[src/hdl/sfd_pkg.sv]
// shared types, constants and the crc-8 byte step for the stuffed frame deframer
// no dependencies
package sfd_pkg;

  localparam logic [7:0] START_BYTE_RESET    = 8'h1A;
  localparam logic       LENGTH_ADJUST_RESET = 1'b1;
  localparam logic [7:0] CRC_INIT            = 8'hFF;
  localparam logic [7:0] CRC_POLY            = 8'h31;
  localparam logic [7:0] CRC_MSB             = 8'h80;

  // configuration register indexes
  localparam logic REG_START_BYTE    = 1'b0;
  localparam logic REG_LENGTH_ADJUST = 1'b1;

  // result kinds
  localparam logic [1:0] KIND_PAYLOAD   = 2'd0;
  localparam logic [1:0] KIND_CRC_GOOD  = 2'd1;
  localparam logic [1:0] KIND_CRC_ERROR = 2'd2;
  localparam logic [1:0] KIND_RESTART   = 2'd3;

  // classified byte handed from front to back
  typedef struct packed {
    logic       is_open;   // start followed by length byte
    logic [7:0] value;     // raw byte (literal byte or raw length byte)
    logic [7:0] length;    // adjusted length, used when is_open
  } sfd_token_t;

  // one byte through crc-8, msb first, no final xor
  function automatic logic [7:0] crc8_step(input logic [7:0] crc, input logic [7:0] b);
    logic [7:0] c;
    c = crc ^ b;
    for (int i = 0; i < 8; i++) begin
      if ((c & CRC_MSB) != 8'd0) begin
        c = (c << 1) ^ CRC_POLY;
      end else begin
        c = c << 1;
      end
    end
    return c;
  endfunction

endpackage

[src/hdl/sfd_front.sv]
// front end: holds the configuration registers, unstuffs start bytes and
// classifies each received byte into a token; uses sfd_pkg
module sfd_front (
  input  logic              clk,
  input  logic              rst,
  input  logic              cfg_write,
  input  logic              cfg_index,
  input  logic [7:0]        cfg_data,
  input  logic              accept,
  input  logic [7:0]        rx_byte,
  output logic              tok_valid,
  output sfd_pkg::sfd_token_t tok
);
  import sfd_pkg::*;

  logic [7:0] start_byte;
  logic       length_adjust;
  logic       prev_was_start;
  logic       is_start;

  assign is_start = (rx_byte == start_byte);

  always_comb begin
    tok.value  = rx_byte;
    tok.length = (length_adjust && (rx_byte > start_byte)) ? rx_byte - 8'd1 : rx_byte;
    tok.is_open = prev_was_start && !is_start;
    // doubled start is a literal; a lone start only arms the escape
    if (prev_was_start) begin
      tok_valid = accept;
    end else begin
      tok_valid = accept && !is_start;
    end
  end

  always_ff @(posedge clk) begin
    if (rst) begin
      start_byte     <= START_BYTE_RESET;
      length_adjust  <= LENGTH_ADJUST_RESET;
      prev_was_start <= 1'b0;
    end else begin
      if (cfg_write) begin
        unique case (cfg_index)
          REG_START_BYTE:    start_byte    <= cfg_data;
          REG_LENGTH_ADJUST: length_adjust <= cfg_data[0];
          default: ;
        endcase
      end
      if (accept) begin
        prev_was_start <= prev_was_start ? 1'b0 : is_start;
      end
    end
  end

endmodule

[src/hdl/sfd_queue.sv]
// small token queue between front and back ends
// uses sfd_pkg for the token type
module sfd_queue #(
  parameter int DEPTH = 2
) (
  input  logic                clk,
  input  logic                rst,
  input  logic                wr,
  input  sfd_pkg::sfd_token_t wr_tok,
  output logic                full,
  input  logic                rd,
  output logic                avail,
  output sfd_pkg::sfd_token_t rd_tok
);
  import sfd_pkg::*;

  localparam int PTR_W = $clog2(DEPTH);
  localparam int CNT_W = $clog2(DEPTH + 1);
  localparam logic [PTR_W-1:0] LAST = PTR_W'(DEPTH - 1);
  localparam logic [CNT_W-1:0] CNT_FULL = CNT_W'(DEPTH);

  sfd_token_t       slots [DEPTH];
  logic [PTR_W-1:0] wr_ptr;
  logic [PTR_W-1:0] rd_ptr;
  logic [CNT_W-1:0] count;

  assign full   = (count == CNT_FULL);
  assign avail  = (count != '0);
  assign rd_tok = slots[rd_ptr];

  always_ff @(posedge clk) begin
    if (wr) begin
      slots[wr_ptr] <= wr_tok;
    end
  end

  always_ff @(posedge clk) begin
    if (rst) begin
      wr_ptr <= '0;
      rd_ptr <= '0;
      count  <= '0;
    end else begin
      if (wr) begin
        wr_ptr <= (wr_ptr == LAST) ? '0 : wr_ptr + PTR_W'(1);
      end
      if (rd) begin
        rd_ptr <= (rd_ptr == LAST) ? '0 : rd_ptr + PTR_W'(1);
      end
      if (wr && !rd) begin
        count <= count + CNT_W'(1);
      end else if (rd && !wr) begin
        count <= count - CNT_W'(1);
      end
    end
  end

endmodule

[src/hdl/sfd_back.sv]
// back end: frame state, length count and running crc, plus the result register
// uses sfd_pkg for the token type, kinds and crc step
module sfd_back (
  input  logic                clk,
  input  logic                rst,
  input  logic                tok_avail,
  input  sfd_pkg::sfd_token_t tok,
  output logic                tok_take,
  output logic                empty,
  input  logic                pop,
  output logic [1:0]          kind,
  output logic [7:0]          data_byte
);
  import sfd_pkg::*;

  logic       frame_open;
  logic [7:0] expected_length;
  logic [7:0] payload_count;
  logic [7:0] running_crc;
  logic       out_valid;

  logic       res_valid;
  logic [1:0] res_kind;
  logic [7:0] res_data;
  logic       frame_open_next;
  logic [7:0] expected_length_next;
  logic [7:0] payload_count_next;
  logic [7:0] running_crc_next;

  assign tok_take = tok_avail && (!out_valid || pop);
  assign empty    = !out_valid;

  always_comb begin
    res_valid            = 1'b0;
    res_kind             = KIND_PAYLOAD;
    res_data             = 8'd0;
    frame_open_next      = frame_open;
    expected_length_next = expected_length;
    payload_count_next   = payload_count;
    running_crc_next     = running_crc;
    if (tok.is_open) begin
      res_valid            = frame_open;
      res_kind             = KIND_RESTART;
      frame_open_next      = 1'b1;
      expected_length_next = tok.length;
      payload_count_next   = 8'd0;
      running_crc_next     = crc8_step(CRC_INIT, tok.value);
    end else if (frame_open) begin
      res_valid = 1'b1;
      if (payload_count == expected_length) begin
        // crc byte closes the frame
        frame_open_next = 1'b0;
        res_kind = (tok.value == running_crc) ? KIND_CRC_GOOD : KIND_CRC_ERROR;
      end else begin
        res_data           = tok.value;
        running_crc_next   = crc8_step(running_crc, tok.value);
        payload_count_next = payload_count + 8'd1;
      end
    end
  end

  always_ff @(posedge clk) begin
    if (rst) begin
      frame_open      <= 1'b0;
      expected_length <= 8'd0;
      payload_count   <= 8'd0;
      running_crc     <= CRC_INIT;
      out_valid       <= 1'b0;
    end else begin
      if (tok_take) begin
        frame_open      <= frame_open_next;
        expected_length <= expected_length_next;
        payload_count   <= payload_count_next;
        running_crc     <= running_crc_next;
        out_valid       <= res_valid;
      end else if (pop) begin
        out_valid <= 1'b0;
      end
    end
  end

  always_ff @(posedge clk) begin
    if (tok_take && res_valid) begin
      kind      <= res_kind;
      data_byte <= res_data;
    end
  end

endmodule

[src/hdl/stuffed_frame_deframer_crc8_core.sv]
// stuffed frame deframer with crc-8 check, top level
// path: the front end writes the token of an accepted byte into the queue, and the back end
// takes it from there into the result register once that register is empty or being popped
// throughput: one byte per cycle while full is low; the back end holds while a result waits
// reset: rst clears frame state, queue and result register, restores register defaults
// depends on sfd_pkg, sfd_front, sfd_queue, sfd_back
module stuffed_frame_deframer_crc8_core #(
  parameter int QUEUE_DEPTH = 2
) (
  input  logic       clk,
  input  logic       rst,
  input  logic       cfg_write,
  input  logic       cfg_index,
  input  logic [7:0] cfg_data,
  input  logic       push,
  output logic       full,
  input  logic [7:0] rx_byte,
  output logic       empty,
  input  logic       pop,
  output logic [1:0] kind,
  output logic [7:0] data_byte
);
  import sfd_pkg::*;

  logic       accept;
  logic       front_valid;
  sfd_token_t front_tok;
  logic       q_avail;
  sfd_token_t q_tok;
  logic       back_take;

  assign accept = push && !full;

  sfd_front u_front (
    .clk       (clk),
    .rst       (rst),
    .cfg_write (cfg_write),
    .cfg_index (cfg_index),
    .cfg_data  (cfg_data),
    .accept    (accept),
    .rx_byte   (rx_byte),
    .tok_valid (front_valid),
    .tok       (front_tok)
  );

  sfd_queue #(
    .DEPTH (QUEUE_DEPTH)
  ) u_queue (
    .clk    (clk),
    .rst    (rst),
    .wr     (front_valid),
    .wr_tok (front_tok),
    .full   (full),
    .rd     (back_take),
    .avail  (q_avail),
    .rd_tok (q_tok)
  );

  sfd_back u_back (
    .clk       (clk),
    .rst       (rst),
    .tok_avail (q_avail),
    .tok       (q_tok),
    .tok_take  (back_take),
    .empty     (empty),
    .pop       (pop),
    .kind      (kind),
    .data_byte (data_byte)
  );

endmodule
[config.mk]
export PLATFORM = sky130hd
export DESIGN_NAME = stuffed_frame_deframer_crc8_core
export DESIGN_NICKNAME = d
export VERILOG_FILES = /design/src/hdl/sfd_pkg.sv /design/src/hdl/sfd_front.sv /design/src/hdl/sfd_queue.sv /design/src/hdl/sfd_back.sv /design/src/hdl/stuffed_frame_deframer_crc8_core.sv
export SDC_FILE = /design/constraint.sdc
export NUM_CORES = 1
export LEC_CHECK = 0
export BUFFER_PORTS_ARGS = -buffer_cell sky130_fd_sc_hd__buf_2
export CAP_MARGIN = 30
export CORE_MARGIN = 1
export CORE_UTILIZATION = 45
export CTS_CLUSTER_DIAMETER = 50
export CTS_CLUSTER_SIZE = 12
export DETAILED_ROUTE_END_ITERATION = 16
export PLACE_DENSITY = 0.65
export SLEW_MARGIN = 15
export SYNTH_ARGS = -nofsm -noshare
export SYNTH_HDL_FRONTEND = slang
export SYNTH_HIERARCHICAL = 1
export SYNTH_SLANG_ARGS = --single-unit
[constraint.sdc]
create_clock -name clk -period 2.3 [get_ports clk]
set_input_delay 0.46 -clock clk [delete_from_list [all_inputs] [get_ports clk]]
set_output_delay 0.46 -clock clk [all_outputs]
set_load 0.05 [all_outputs]
==> results.sh <==
export IMPL_syn_inst=392
export IMPL_final_util=0.5297
export IMPL_start_kind="flop"
export IMPL_critPathRequiredTime_ns=2.59
export IMPL_worstHoldPathType="input pin to flop"
export IMPL_vias=2867
export IMPL_ant_nets=0
export IMPL_path_cells="inv_1 -> ha_1 -> nand4_1 -> or2_2 -> nor2_1 -> nor2_1 -> ha_1 -> xor2_1 -> or3_1 -> a21oi_1"
export IMPL_max_freq_ghz=0.4627
export IMPL_die_h_um=100.4
export IMPL_worst_path_max_delay_cell="dfxtp_1"
export IMPL_ios=34
export IMPL_fin_nets=472
export IMPL_setup_slack_ns=0.1389
export IMPL_hpwl_um=5856
export IMPL_synth_main_ff_cell="edfxtp_1"
export IMPL_insertion_delay_ns=0.35
export IMPL_drt_first_pass_iters=4
export IMPL_clk_pin_slew_worst_paths_ns=0.09
export IMPL_worstRegToRegCells=10
export IMPL_powerDensity_nw_per_um2=1166
export IMPL_leakage_nw=1.897
export IMPL_end_kind="flop"
export IMPL_drive_above_1_share=0.2680
export IMPL_async_flop_share=0
export IMPL_reg2reg_from="u_front/start_byte[6]"
export IMPL_worst_pin_slew_ns=0.7383
export IMPL_cts_root_buf="clkbuf_8"
export IMPL_hold_depth=2
export IMPL_hold_end="u_front/start_byte[4]"
export IMPL_final_hold_viol_count=0
export IMPL_final_common_cell="edfxtp_1"
export IMPL_grt_ovfl_total=0
export IMPL_grt_max_degree=22
export IMPL_cp_max_fo=3
export IMPL_crit_start="u_front/start_byte[6]"
export IMPL_routabilityCongestion=0.7781
export IMPL_via_per_inst=5.003
export IMPL_yosys_warnings=6
export IMPL_antenna_cells=0
export IMPL_slowest_delay_ns=0.33
export IMPL_cts_resized=0
export IMPL_io_buffers=33
export IMPL_status="complete, no violations"
export IMPL_final_cells=573
export IMPL_ys_ff_latch=85
export IMPL_fp_dieW_um=100.4
export IMPL_multi_input_area_sq_um=1984
export IMPL_clockBufferDepth=2
export IMPL_die_area_sq_um=10070
export IMPL_worstReg2RegEnd="u_queue/count[1]"
export IMPL_dp_cells=557
export IMPL_path_class="flop to flop"
export IMPL_postCtsHoldBufs=0
export IMPL_ys_seq_area_frac=0.4921
export IMPL_drt_initial_drc_count=82
export IMPL_postCtsSetupRepairBufs=0
export IMPL_first_global_vias=2876
export IMPL_final_cell_mix="edfxtp_1, dfxtp_1, nand2_1"
export IMPL_hold_start="cfg_data[4]"
export IMPL_netlist_area_sq_um=4353
export IMPL_rsz0062_at_grt="false"
export IMPL_grt_pass1_wl_um=13510
export IMPL_pre_cts_ws_ns=-0.1837
export IMPL_drv_slew=0
export IMPL_fin_crit_sh=0.9396
export IMPL_post_drt_wl_per_cell_um=14.16
export IMPL_crit_arrival_ns=2.45
export IMPL_drc=0
export IMPL_clock_sinks=85
export IMPL_cts_tree="done"
export IMPL_synth_cell_type_count=55
export IMPL_relSlewSlack=0.5068
export IMPL_fin_worst_skew_ns=0.007412
export IMPL_synth_edf_count=44
export IMPL_syn_area_per_cell_sq_um=11.10
export IMPL_fp_row_count=35
export IMPL_area_growth_pct=12.96
export IMPL_seq_area_sq_um=2143
export IMPL_wl_um=8116
export IMPL_maxCapViolCount=0
export IMPL_syn_nets=425
export IMPL_htree_levels=3
export IMPL_core_area_sq_um=9284
export IMPL_ff2ff_setup_slack_ns=0.14
export IMPL_track_usage=0.1770
export IMPL_ir_drop_mv=0.4849
export IMPL_num_fill_cells=866
export IMPL_layout_min_cycle_time_ns=2.161
export IMPL_numCtsBuffers=9
export IMPL_antenna_found_initial=0
export IMPL_start_util=0.4689
export IMPL_setup_viol=0
==> power by group <==
part           internal (mW)  switching [mW]
Sequential              1.91           0.237
Combinational           1.22            1.41
Clock                  0.396           0.559
Total                   3.53            2.21
==> through the flow <==
| step | hold slack [ns] | TNS (ns) | instance area [sq um] | total power [mW] |
|---|---|---|---|---|
| finish | 0.3051 | 0 | 4917 | 5.736 |
| global route | 0.2924 | 0 | 4917 | 6.107 |
| CTS | 0.2924 | 0 | 4911 | 5.770 |
| detailed placement | 0.4465 | -3.206 | 4738 | 4.793 |
| global placement | 0.4468 | -2.961 | 4738 | 4.734 |
| floorplan | 0.4363 | 0 | 4355 | 4.282 |
==> cells by family after synthesis <==
group,after synthesis,share of synthesized area
buffers and inverters,44,0.05375
AND/OR/NAND/NOR,111,0.1325
flip-flops,85,0.4921
adder cells (fa/ha/maj),11,0.03162
XOR/XNOR,64,0.1406
AO/OA/AOI/OAI,59,0.1020
multiplexers,18,0.04743
==> cell usage after synthesis, types with 2 or more instances <==
| cell type | n | share of area |
|---|---|---|
| a211o_1 | 3 | 0.0060 |
| nor2_1 | 27 | 0.023 |
| ha_1 | 11 | 0.032 |
| dfxtp_1 | 41 | 0.19 |
| and2_1 | 10 | 0.014 |
| nand2_1 | 34 | 0.029 |
| nor2b_1 | 3 | 0.0043 |
| buf_2 | 3 | 0.0034 |
| o31ai_2 | 2 | 0.0057 |
| xor2_1 | 32 | 0.064 |
| nor4_1 | 5 | 0.0072 |
| a21oi_1 | 18 | 0.021 |
| o21ai_0 | 3 | 0.0034 |
| buf_4 | 9 | 0.016 |
| mux2_2 | 17 | 0.044 |
| a211oi_1 | 4 | 0.0069 |
| nor3_1 | 5 | 0.0057 |
| o21ai_2 | 6 | 0.012 |
| edfxtp_1 | 44 | 0.30 |
| or2_2 | 2 | 0.0029 |
| clkbuf_1 | 9 | 0.0078 |
| inv_1 | 20 | 0.017 |
| nand3_1 | 5 | 0.0057 |
| a31oi_1 | 8 | 0.011 |
| buf_6 | 2 | 0.0052 |
| xnor2_1 | 28 | 0.056 |
| a21oi_2 | 2 | 0.0040 |
| or3_1 | 2 | 0.0029 |
| o21a_1 | 2 | 0.0034 |
| xor3_1 | 2 | 0.011 |
| nand4_1 | 5 | 0.0072 |
| nand2b_1 | 3 | 0.0043 |
| a32oi_1 | 2 | 0.0040 |
| nor4_4 | 2 | 0.0098 |
==> worst max-delay path: cells and delay by family, from the launching register on <==
kind	cells	cell delay, ns
adder cells (fa/ha/maj)	2	0.49
flip-flops	1	0.33
AO/OA/AOI/OAI	1	0.14
AND/OR/NAND/NOR	5	0.94
XOR/XNOR	1	0.15
buffers and inverters	1	0.04
==> flip-flops by register name, summed over array words and instances, names as in the netlist, named ones only <==
signal                  flops
u_back/expected_length      8
u_back/data_byte            8
u_front/length_adjust       1
u_back/running_crc          8
u_front/prev_was_start      1
u_queue/count               2
u_queue/wr_ptr              1
u_back/payload_count        8
u_back/kind                 2
u_back/frame_open           1
u_queue/rd_ptr              1
u_queue/slots              34
u_front/start_byte          8
u_back/out_valid            1
==> worst max path at each step <==
stage | end | slack [ns] | cells after the start
2_1_floorplan | u_queue/count[1] | 0.11 | 8
3_3_place_gp | u_queue/slots[0][15] | -0.17 | 7
3_5_place_dp | u_queue/slots[0][15] | -0.18 | 7
4_1_cts | u_queue/slots[0][8] | 0.03 | 7
5_1_grt | u_queue/count[1] | 0.005 | 10
6_report | u_queue/count[1] | 0.14 | 10
==> final cells by class <==
class	count	area share
clock buffers	9	0.02519
multi-input cells	263	0.4036
clock inverters	7	0.009924
repair buffers	60	0.07735
well taps	129	0.03282
flip-flops and latches	85	0.4359
inverters	20	0.01527
==> metal layers <==
layer / GRT usage / vias to the layer above / wire length (um)
li1: - / 1450 / -
met1: 0.2219 / 1348 / 3702
met2: 0.3051 / 60 / 4053
met3: 0.02925 / 9 / 261
met4: 0.06912 / 0 / 98
met5: 0 / - / 0
Note: power is estimated with default switching activity, not from simulation.
